<file path="config.mk">
export PLATFORM = sky130hd
export DESIGN_NAME = triangle_tangent_generator
export DESIGN_NICKNAME = d
export VERILOG_FILES = /design/src/design/ttg_pkg.sv /design/src/design/ttg_mul.sv /design/src/design/ttg_seq.sv /design/src/design/triangle_tangent_generator.sv
export SDC_FILE = /design/constraint.sdc
export NUM_CORES = 2
export LEC_CHECK = 0
export BUFFER_PORTS_ARGS = -buffer_cell sky130_fd_sc_hd__buf_2
export CAP_MARGIN = 20
export CORE_ASPECT_RATIO = 1.75
export CORE_UTILIZATION = 40
export DETAILED_ROUTE_END_ITERATION = 10
export GPL_TIMING_DRIVEN = 0
export SETUP_SLACK_MARGIN = 0.5
export SYNTH_ARGS = -nofsm -noshare
export SYNTH_HDL_FRONTEND = slang
export SYNTH_SLANG_ARGS = --single-unit
</file>
<file path="constraint.sdc">
create_clock -name aclk -period 12.9 [get_ports aclk]
set_clock_uncertainty 0.15 [all_clocks]
set_input_delay 2.58 -clock aclk [delete_from_list [all_inputs] [get_ports aclk]]
set_output_delay 2.58 -clock aclk [all_outputs]
set_load 0.1 [all_outputs]
</file>
<file path="src/design/ttg_pkg.sv">
// Shared types, widths and codes for the triangle tangent generator.
// No dependencies.
package ttg_pkg;

    localparam int DP_W   = 33;  // position edge delta
    localparam int UV_W   = 17;  // texture edge delta
    localparam int MA_W   = 35;  // multiplier operand a
    localparam int MB_W   = 18;  // multiplier operand b
    localparam int PR_W   = MA_W + MB_W;
    localparam int ACC_W  = 52;  // tangent direction / determinant
    localparam int MAG_W  = ACC_W - 1;
    localparam int M16_W  = 16;  // normalised magnitude
    localparam int SQ_W   = 32;
    localparam int SUM_W  = 34;
    localparam int HALF_W = 17;  // half of the sum of squares
    localparam int K_W    = 16;
    localparam int K2_W   = 30;
    localparam int PLO_W  = K2_W + HALF_W;
    localparam int CMP_W  = 64;
    localparam int Q_W    = 15;
    localparam int BIT_W  = 4;

    localparam logic [Q_W-1:0]   ONE_Q14  = 15'd16384;
    localparam logic [BIT_W-1:0] TOP_BIT  = 4'd14;
    localparam logic [1:0]       LAST_IDX = 2'd2;

    localparam logic [1:0] CORNER_0 = 2'd0;
    localparam logic [1:0] CORNER_1 = 2'd1;
    localparam logic [1:0] CORNER_2 = 2'd2;

    typedef struct packed {
        logic [1:0]         corner;
        logic signed [31:0] pos_x;
        logic signed [31:0] pos_y;
        logic signed [31:0] pos_z;
        logic signed [15:0] tex_u;
        logic signed [15:0] tex_v;
    } ttg_in_t;

    typedef struct packed {
        logic signed [15:0] tangent_x;
        logic signed [15:0] tangent_y;
        logic signed [15:0] tangent_z;
        logic               degenerate;
    } ttg_out_t;

    typedef struct packed {
        logic                  zero_out;
        logic [2:0][DP_W-1:0]  dp1;
        logic [2:0][DP_W-1:0]  dp2;
        logic [UV_W-1:0]       du1;
        logic [UV_W-1:0]       dv1;
        logic [UV_W-1:0]       du2;
        logic [UV_W-1:0]       dv2;
    } ttg_job_t;

    typedef enum logic [3:0] {
        ST_IDLE, ST_DET_A, ST_DET_B, ST_DET_C,
        ST_T_A, ST_T_B, ST_T_C, ST_CHECK,
        ST_SHIFT, ST_SQ_A, ST_SQ_B, ST_Q_K,
        ST_Q_L, ST_Q_H, ST_Q_D, ST_DONE
    } ttg_state_t;

endpackage

</file>
<file path="src/design/ttg_mul.sv">
// Shared signed multiplier with a registered product.
// Depends on ttg_pkg.
module ttg_mul import ttg_pkg::*; (
    input  logic                    aclk,
    input  logic signed [MA_W-1:0]  op_a,
    input  logic signed [MB_W-1:0]  op_b,
    output logic signed [PR_W-1:0]  prod
);

    logic signed [PR_W-1:0] prod_reg;

    always_ff @(posedge aclk) begin
        prod_reg <= PR_W'(op_a * op_b);
    end

    assign prod = prod_reg;

endmodule

</file>
<file path="src/design/ttg_seq.sv">
// Sequencer and datapath: determinant, tangent, scaling and per-component root search.
// Depends on ttg_pkg and ttg_mul.
module ttg_seq import ttg_pkg::*; (
    input  logic     aclk,
    input  logic     aresetn,
    input  logic     start,
    input  ttg_job_t job,
    input  logic     out_free,
    output logic     idle,
    output logic     done,
    output ttg_out_t result
);

    ttg_state_t state_reg, state_next;

    ttg_job_t               job_reg;
    logic signed [ACC_W-1:0] acc_reg;
    logic                   det_neg_reg, det_zero_reg;
    logic [MAG_W-1:0]       mag_reg [3];
    logic                   neg_reg [3];
    logic [SQ_W-1:0]        csq_reg [3];
    logic [Q_W-1:0]         qres_reg [3];
    logic [SUM_W-1:0]       sum_reg;
    logic [1:0]             idx_reg;
    logic [BIT_W-1:0]       bit_reg;
    logic [Q_W-1:0]         q_reg;
    logic [K2_W-1:0]        k2_reg;
    logic [PLO_W-1:0]       plo_reg;
    logic                   degen_reg, zero_reg;

    logic signed [MA_W-1:0] op_a;
    logic signed [MB_W-1:0] op_b;
    logic signed [PR_W-1:0] prod;

    logic signed [ACC_W-1:0] diff;
    logic [Q_W-1:0]          cand;
    logic [K_W-1:0]          k_val;
    logic [CMP_W-1:0]        lhs, rhs;
    logic                    cand_ok;
    logic                    big;
    logic                    all_zero;

    ttg_mul u_mul (
        .aclk (aclk),
        .op_a (op_a),
        .op_b (op_b),
        .prod (prod)
    );

    assign diff     = acc_reg - prod[ACC_W-1:0];
    assign cand     = q_reg | (Q_W'(1) << bit_reg);
    assign k_val    = {cand, 1'b0} - K_W'(1);
    assign lhs      = {prod[PLO_W-1:0], {HALF_W{1'b0}}} + CMP_W'(plo_reg);
    assign rhs      = CMP_W'({csq_reg[idx_reg], 30'b0});
    assign cand_ok  = (cand <= ONE_Q14) && (lhs <= rhs);
    assign big      = (|mag_reg[0][MAG_W-1:M16_W]) | (|mag_reg[1][MAG_W-1:M16_W])
                    | (|mag_reg[2][MAG_W-1:M16_W]);
    assign all_zero = (mag_reg[0] == '0) && (mag_reg[1] == '0) && (mag_reg[2] == '0);

    // operand select for the shared multiplier
    always_comb begin
        op_a = '0;
        op_b = '0;
        unique case (state_reg)
            ST_DET_A: begin
                op_a = MA_W'($signed(job_reg.du1));
                op_b = MB_W'($signed(job_reg.dv2));
            end
            ST_DET_B: begin
                op_a = MA_W'($signed(job_reg.dv1));
                op_b = MB_W'($signed(job_reg.du2));
            end
            ST_T_A: begin
                op_a = MA_W'($signed(job_reg.dp1[idx_reg]));
                op_b = MB_W'($signed(job_reg.dv2));
            end
            ST_T_B: begin
                op_a = MA_W'($signed(job_reg.dp2[idx_reg]));
                op_b = MB_W'($signed(job_reg.dv1));
            end
            ST_SQ_A: begin
                op_a = $signed(MA_W'(mag_reg[idx_reg][M16_W-1:0]));
                op_b = $signed(MB_W'(mag_reg[idx_reg][M16_W-1:0]));
            end
            ST_Q_K: begin
                op_a = $signed(MA_W'(k_val));
                op_b = $signed(MB_W'(k_val));
            end
            ST_Q_L: begin
                op_a = $signed(MA_W'(prod[K2_W-1:0]));
                op_b = $signed(MB_W'(sum_reg[HALF_W-1:0]));
            end
            ST_Q_H: begin
                op_a = $signed(MA_W'(k2_reg));
                op_b = $signed(MB_W'(sum_reg[SUM_W-1:HALF_W]));
            end
            default: begin
                op_a = '0;
                op_b = '0;
            end
        endcase
    end

    // next state
    always_comb begin
        state_next = state_reg;
        unique case (state_reg)
            ST_IDLE:  if (start) state_next = job.zero_out ? ST_DONE : ST_DET_A;
            ST_DET_A: state_next = ST_DET_B;
            ST_DET_B: state_next = ST_DET_C;
            ST_DET_C: state_next = ST_T_A;
            ST_T_A:   state_next = ST_T_B;
            ST_T_B:   state_next = ST_T_C;
            ST_T_C:   state_next = (idx_reg == LAST_IDX) ? ST_CHECK : ST_T_A;
            ST_CHECK: state_next = (det_zero_reg || all_zero) ? ST_DONE : ST_SHIFT;
            ST_SHIFT: state_next = big ? ST_SHIFT : ST_SQ_A;
            ST_SQ_A:  state_next = ST_SQ_B;
            ST_SQ_B:  state_next = (idx_reg == LAST_IDX) ? ST_Q_K : ST_SQ_A;
            ST_Q_K:   state_next = ST_Q_L;
            ST_Q_L:   state_next = ST_Q_H;
            ST_Q_H:   state_next = ST_Q_D;
            ST_Q_D: begin
                if (bit_reg == '0 && idx_reg == LAST_IDX) state_next = ST_DONE;
                else                                       state_next = ST_Q_K;
            end
            ST_DONE:  if (out_free) state_next = ST_IDLE;
            default:  state_next = ST_IDLE;
        endcase
    end

    always_ff @(posedge aclk) begin
        if (!aresetn) state_reg <= ST_IDLE;
        else          state_reg <= state_next;
    end

    // datapath
    always_ff @(posedge aclk) begin
        unique case (state_reg)
            ST_IDLE: begin
                if (start) begin
                    job_reg   <= job;
                    idx_reg   <= '0;
                    degen_reg <= 1'b0;
                    zero_reg  <= job.zero_out;
                end
            end
            ST_DET_B: acc_reg <= prod[ACC_W-1:0];
            ST_DET_C: begin
                det_neg_reg  <= diff[ACC_W-1];
                det_zero_reg <= (diff == '0);
                idx_reg      <= '0;
            end
            ST_T_B: acc_reg <= prod[ACC_W-1:0];
            ST_T_C: begin
                neg_reg[idx_reg] <= diff[ACC_W-1] ^ det_neg_reg;
                mag_reg[idx_reg] <= diff[ACC_W-1] ? MAG_W'(-diff) : MAG_W'(diff);
                idx_reg          <= (idx_reg == LAST_IDX) ? 2'd0 : idx_reg + 2'd1;
            end
            ST_CHECK: begin
                sum_reg <= '0;
                idx_reg <= '0;
                if (det_zero_reg || all_zero) begin
                    degen_reg <= 1'b1;
                    zero_reg  <= 1'b1;
                end
            end
            ST_SHIFT: begin
                if (big) begin
                    mag_reg[0] <= mag_reg[0] >> 1;
                    mag_reg[1] <= mag_reg[1] >> 1;
                    mag_reg[2] <= mag_reg[2] >> 1;
                end
            end
            ST_SQ_B: begin
                csq_reg[idx_reg] <= prod[SQ_W-1:0];
                sum_reg          <= sum_reg + SUM_W'(prod[SQ_W-1:0]);
                idx_reg          <= (idx_reg == LAST_IDX) ? 2'd0 : idx_reg + 2'd1;
                bit_reg          <= TOP_BIT;
                q_reg            <= '0;
            end
            ST_Q_L: k2_reg  <= prod[K2_W-1:0];
            ST_Q_H: plo_reg <= prod[PLO_W-1:0];
            ST_Q_D: begin
                if (bit_reg == '0) begin
                    qres_reg[idx_reg] <= cand_ok ? cand : q_reg;
                    q_reg             <= '0;
                    bit_reg           <= TOP_BIT;
                    idx_reg           <= (idx_reg == LAST_IDX) ? 2'd0 : idx_reg + 2'd1;
                end else begin
                    if (cand_ok) q_reg <= cand;
                    bit_reg <= bit_reg - BIT_W'(1);
                end
            end
            default: ;
        endcase
    end

    // outputs
    always_comb begin
        idle   = (state_reg == ST_IDLE);
        done   = (state_reg == ST_DONE);
        result = '0;
        result.degenerate = degen_reg;
        if (!zero_reg) begin
            result.tangent_x = neg_reg[0] ? -{1'b0, qres_reg[0]} : {1'b0, qres_reg[0]};
            result.tangent_y = neg_reg[1] ? -{1'b0, qres_reg[1]} : {1'b0, qres_reg[1]};
            result.tangent_z = neg_reg[2] ? -{1'b0, qres_reg[2]} : {1'b0, qres_reg[2]};
        end
    end

endmodule

</file>
<file path="src/design/triangle_tangent_generator.sv">
// Triangle tangent generator: a triangle arrives as three vertex transfers
// (corner 0, 1, 2). Corners 0 and 1 are held; corner 2 starts the tangent
// calculation and yields one result transfer. Corner codes of 3 are dropped.
// A corner 2 transfer occupies the block: all products share one 35x18
// multiplier under the sequencer (determinant and direction, the degeneracy
// check, the one-bit-per-cycle scaling shift, the squares, then 15 root-search
// steps per component, then handing the result over). s_ready is low for that
// whole time, and stays low while a finished result waits for the output
// register to free.
// With uv_present low, corner 2 gives the zero vector with degenerate clear.
// Degenerate triangles give zero with the flag set.
// Depends on ttg_pkg, ttg_mul, ttg_seq.
module triangle_tangent_generator import ttg_pkg::*; (
    input  logic     aclk,
    input  logic     aresetn,
    // vertex input
    input  logic     s_valid,
    output logic     s_ready,
    input  ttg_in_t  s_data,
    // tangent output
    output logic     m_valid,
    input  logic     m_ready,
    output ttg_out_t m_data,
    // configuration: uv_present
    input  logic     cfg_wr_en,
    input  logic     cfg_wr_data
);

    logic uv_present_reg;

    // corners 0 and 1, no reset: never read before written in valid use
    logic [31:0] pos0_reg [3];
    logic [31:0] pos1_reg [3];
    logic [15:0] tex0_reg [2];
    logic [15:0] tex1_reg [2];

    logic     m_valid_reg;
    ttg_out_t m_data_reg;

    logic     in_xfer, start, out_free, core_idle, core_done;
    ttg_job_t job;
    ttg_out_t core_res;
    logic [31:0] pos_in [3];

    assign pos_in[0] = s_data.pos_x;
    assign pos_in[1] = s_data.pos_y;
    assign pos_in[2] = s_data.pos_z;

    assign s_ready  = core_idle;
    assign in_xfer  = s_valid && s_ready;
    assign start    = in_xfer && (s_data.corner == CORNER_2);
    assign out_free = !m_valid_reg || m_ready;

    always_ff @(posedge aclk) begin
        if (!aresetn)       uv_present_reg <= 1'b1;
        else if (cfg_wr_en) uv_present_reg <= cfg_wr_data;
    end

    always_ff @(posedge aclk) begin
        if (in_xfer && s_data.corner == CORNER_0) begin
            pos0_reg    <= pos_in;
            tex0_reg[0] <= s_data.tex_u;
            tex0_reg[1] <= s_data.tex_v;
        end
        if (in_xfer && s_data.corner == CORNER_1) begin
            pos1_reg    <= pos_in;
            tex1_reg[0] <= s_data.tex_u;
            tex1_reg[1] <= s_data.tex_v;
        end
    end

    // edge deltas, sign-extended one bit so they never wrap
    always_comb begin
        job.zero_out = !uv_present_reg;
        for (int i = 0; i < 3; i++) begin
            job.dp1[i] = DP_W'($signed(pos1_reg[i])) - DP_W'($signed(pos0_reg[i]));
            job.dp2[i] = DP_W'($signed(pos_in[i]))   - DP_W'($signed(pos0_reg[i]));
        end
        job.du1 = UV_W'($signed(tex1_reg[0]))   - UV_W'($signed(tex0_reg[0]));
        job.dv1 = UV_W'($signed(tex1_reg[1]))   - UV_W'($signed(tex0_reg[1]));
        job.du2 = UV_W'($signed(s_data.tex_u))  - UV_W'($signed(tex0_reg[0]));
        job.dv2 = UV_W'($signed(s_data.tex_v))  - UV_W'($signed(tex0_reg[1]));
    end

    ttg_seq u_seq (
        .aclk     (aclk),
        .aresetn  (aresetn),
        .start    (start),
        .job      (job),
        .out_free (out_free),
        .idle     (core_idle),
        .done     (core_done),
        .result   (core_res)
    );

    // output register: result waits here until the transfer completes
    always_ff @(posedge aclk) begin
        if (!aresetn) begin
            m_valid_reg <= 1'b0;
        end else if (core_done && out_free) begin
            m_valid_reg <= 1'b1;
        end else if (m_ready) begin
            m_valid_reg <= 1'b0;
        end
    end

    always_ff @(posedge aclk) begin
        if (core_done && out_free) m_data_reg <= core_res;
    end

    assign m_valid = m_valid_reg;
    assign m_data  = m_data_reg;

endmodule

</file>
==> flow_summary.ini <==
[worst_setup_path]
rr_startpoint = u_seq.state_reg[3]$_SDFFE_PN0P_
reg2reg_depth = 32
slowest_stage = clkbuf_1
crit_required_ns = 13.40
startpoint_type = register
cp-endpoint = u_seq.u_mul.prod[44]$_DFF_P_
crit_top_cell = fa_1
cp_data_arrival_time_ns = 12.39
crit_path_max_fanout = 10
cpPeakStageDelay_ns = 0.92
endpoint_kind = register
r2r_end = u_seq.u_mul.prod[44]$_DFF_P_
crit_start = u_seq.state_reg[3]$_SDFFE_PN0P_
critical_path_class = reg -> reg
reg2reg_slack_ns = 1.01

[route]
vias = 60959
dr.pass1.iters = 5
drc_errors = 0
ant_nets = 0
drtIter0Drc = 3486
wl_um = 282000
via_per_inst = 5.48
wire_per_inst_um = 25.3

[synth]
synthAdderAreaFrac_pct = 22.4
ys_async_sr_fraction_pct = 0
synth_edf_count = 1069
synth-simple-area-share_pct = 12.2
synth_compound_gate_area_share_pct = 12.5
ys_seq_elements = 1132
synth-seq-area-share_pct = 40.4
synthXorXnorAreaFrac_pct = 4.59
synth.avg_cell_area_um2 = 10.4
synth_top_family_by_area = adder cells
ys_dominant_reg_cell = edfxtp_1
synth_fp_nets = 9214
synth_cells = 7956
netlist_area_mm2 = 0.0825
yosys_warnings = 0
synth.area.mux_share_pct = 1.82
ys_types = 100

[hold_path]
hold_path.class = reg -> reg
holdPathStages = 2

[outcome]
status = finished, final reports clean

[timing]
worst_slack_ns = 1.01
setup_viol = 0
slew_headroom_pct = 17.3
finalMaxSlewViolations = 0
worst_pin_slew_ns = 1.24
post-route-period-util_pct = 92.2
rsz0062_at_grt = no
fmax_mhz = 84.1
hold_violations = 0
period_needed_ns = 11.89
holdWs_ns = 0.357

[clock_network]
cts.sinks = 1132
clk_path_buf_depth = 3
htreeDepth = 3
hold_buffers = 0
cts_tree = done
clk_pin_slew_ns = 0.07
worstSkewPairLatency_ns = 0.78
root_buffer = clkbuf_16
cts_inserted_buffers = 109
cts-resized-gates = 0
cts_setup_buffers = 0

[finish]
final_layout_size_suffix_gt1_share_pct = 7.08
final_core_util_pct = 44.8
syn2layout_area_growth_pct = 11.4
mostFrequentLayoutCells = edfxtp_1, inv_1, nand2_1, nor2_1, fa_1
final_common_cell = edfxtp_1
largest_register_ffs = 266
nets = 9620

[global_route]
gr-total-overflow = 0
grt_pass1_vias = 65040
grt_pass1_wl_um = 413000
grt.total_usage_pct = 27.0
grt_antenna_before_repair = 19
grt_max_degree = 106

[placement]
portBuffers = 186
dp_hpwl_um = 235000
place_ws_ns = 0.542
gp_congestion = 1.01

[floorplan]
io_pins = 187
initial_core_util_pct = 40.2
dieArea_mm2 = 0.208
chipHeight_um = 603
die_w_um = 345
row_count = 220
core_region_area_mm2 = 0.205

[flow_run]
cap_violations = 0
synth_stat cells (43+ instances only):
| cell type | count | area, µm² |
|---|---|---|
| edfxtp_1 | 1069 | 32100 |
| inv_1 | 1055 | 3960 |
| nand2_1 | 846 | 3180 |
| nor2_1 | 633 | 2380 |
| fa_1 | 587 | 11800 |
| ha_1 | 535 | 6690 |
| a21oi_1 | 423 | 2120 |
| o21ai_0 | 375 | 1880 |
| xnor2_1 | 269 | 2360 |
| clkbuf_1 | 211 | 792 |
| xor2_1 | 161 | 1410 |
| a21o_1 | 149 | 1120 |
| mux2i_1 | 108 | 1080 |
| nor2b_1 | 100 | 626 |
| nand3_1 | 99 | 495 |
| a22oi_1 | 87 | 653 |
| nor3_1 | 84 | 420 |
| nor4_1 | 72 | 450 |
| and2_1 | 71 | 444 |
| o21bai_1 | 71 | 533 |
| o21a_1 | 64 | 480 |
| dfxtp_1 | 63 | 1260 |
| nand2b_1 | 62 | 388 |
| nand4_1 | 61 | 382 |
| and3_1 | 53 | 332 |
| a21boi_0 | 47 | 353 |
| a31oi_1 | 43 | 269 |
worst max-delay path, delay by kind of cell, from the launching register on:
| kind | cells | cell delay [ns] |
|---|---|---|
| AOI/OAI and AO/OA | 12 | 3.52 |
| and+or+nand+nor | 5 | 1.57 |
| adders and majority gates | 7 | 3.27 |
| buffers and inverters | 7 | 2.74 |
| xor gates and xnor gates | 1 | 0.15 |
| DFF | 1 | 0.33 |
per-layer routing:
metal | track usage, % | wire [µm] | vias up
met1 | 24.7 | 90300 | 30181
met3 | 3.52 | 11100 | 746
met5 | 0 | 147 | -
met4 | 21.7 | 27200 | 24
met2 | 52.6 | 153000 | 1709
li1 | - | - | 28299
logic make-up (layout without fill, tap and decap cells):
| group | Yosys count | after routing |
|---|---|---|
| XOR/XNOR | 431 | 431 |
| flip-flops | 1132 | 1132 |
| buffers and inverters | 1311 | 1812 |
| other | 0 | 6 |
| multiplexers | 129 | 129 |
| AO/OA/AOI/OAI | 1619 | 1619 |
| AND/OR/NAND/NOR | 2212 | 2212 |
| adder cells (fa/ha/maj) | 1122 | 1122 |
per-stage QoR:
stage	TNS, ns	area [µm²]	cells
finish	0	91900	11127
global route	0	91900	11122
CTS	0	91800	11117
detailed placement	0	88300	10911
global placement	-1033.05	86800	10806
floorplan	0	82500	7956
worst min path at each step:
stage	startpoint	endpoint	slack (ns)
2_1_floorplan	u_seq.degen_reg$_DFFE_PP_	m_data[0]$_DFFE_PP_	0.25
3_3_place_gp	u_seq.mag_reg[0][50]$_SDFFE_PP0P_	u_seq.mag_reg[0][50]$_SDFFE_PP0P_	0.34
3_5_place_dp	u_seq.mag_reg[0][50]$_SDFFE_PP0P_	u_seq.mag_reg[0][50]$_SDFFE_PP0P_	0.34
4_1_cts	u_seq.mag_reg[0][50]$_SDFFE_PP0P_	u_seq.mag_reg[0][50]$_SDFFE_PP0P_	0.35
5_1_grt	u_seq.mag_reg[0][50]$_SDFFE_PP0P_	u_seq.mag_reg[0][50]$_SDFFE_PP0P_	0.38
6_report	u_seq.mag_reg[0][50]$_SDFFE_PP0P_	u_seq.mag_reg[0][50]$_SDFFE_PP0P_	0.36
cell type report:
class	instances	area [µm²]
Fill cell	19416	113000
Clock buffer	134	2850
Clock inverter	72	652
Inverter	1056	3970
Antenna cell	6	15.0
Tap cell	2664	3330
Sequential cell	1132	33400
Buffer	255	1020
Multi-Input combinational cell	5513	44400
Timing Repair Buffer	295	2320
Power is left out: the tool's default activity adds up to more than one toggle a clock period on the data nets, which glitch-free logic cannot reach.
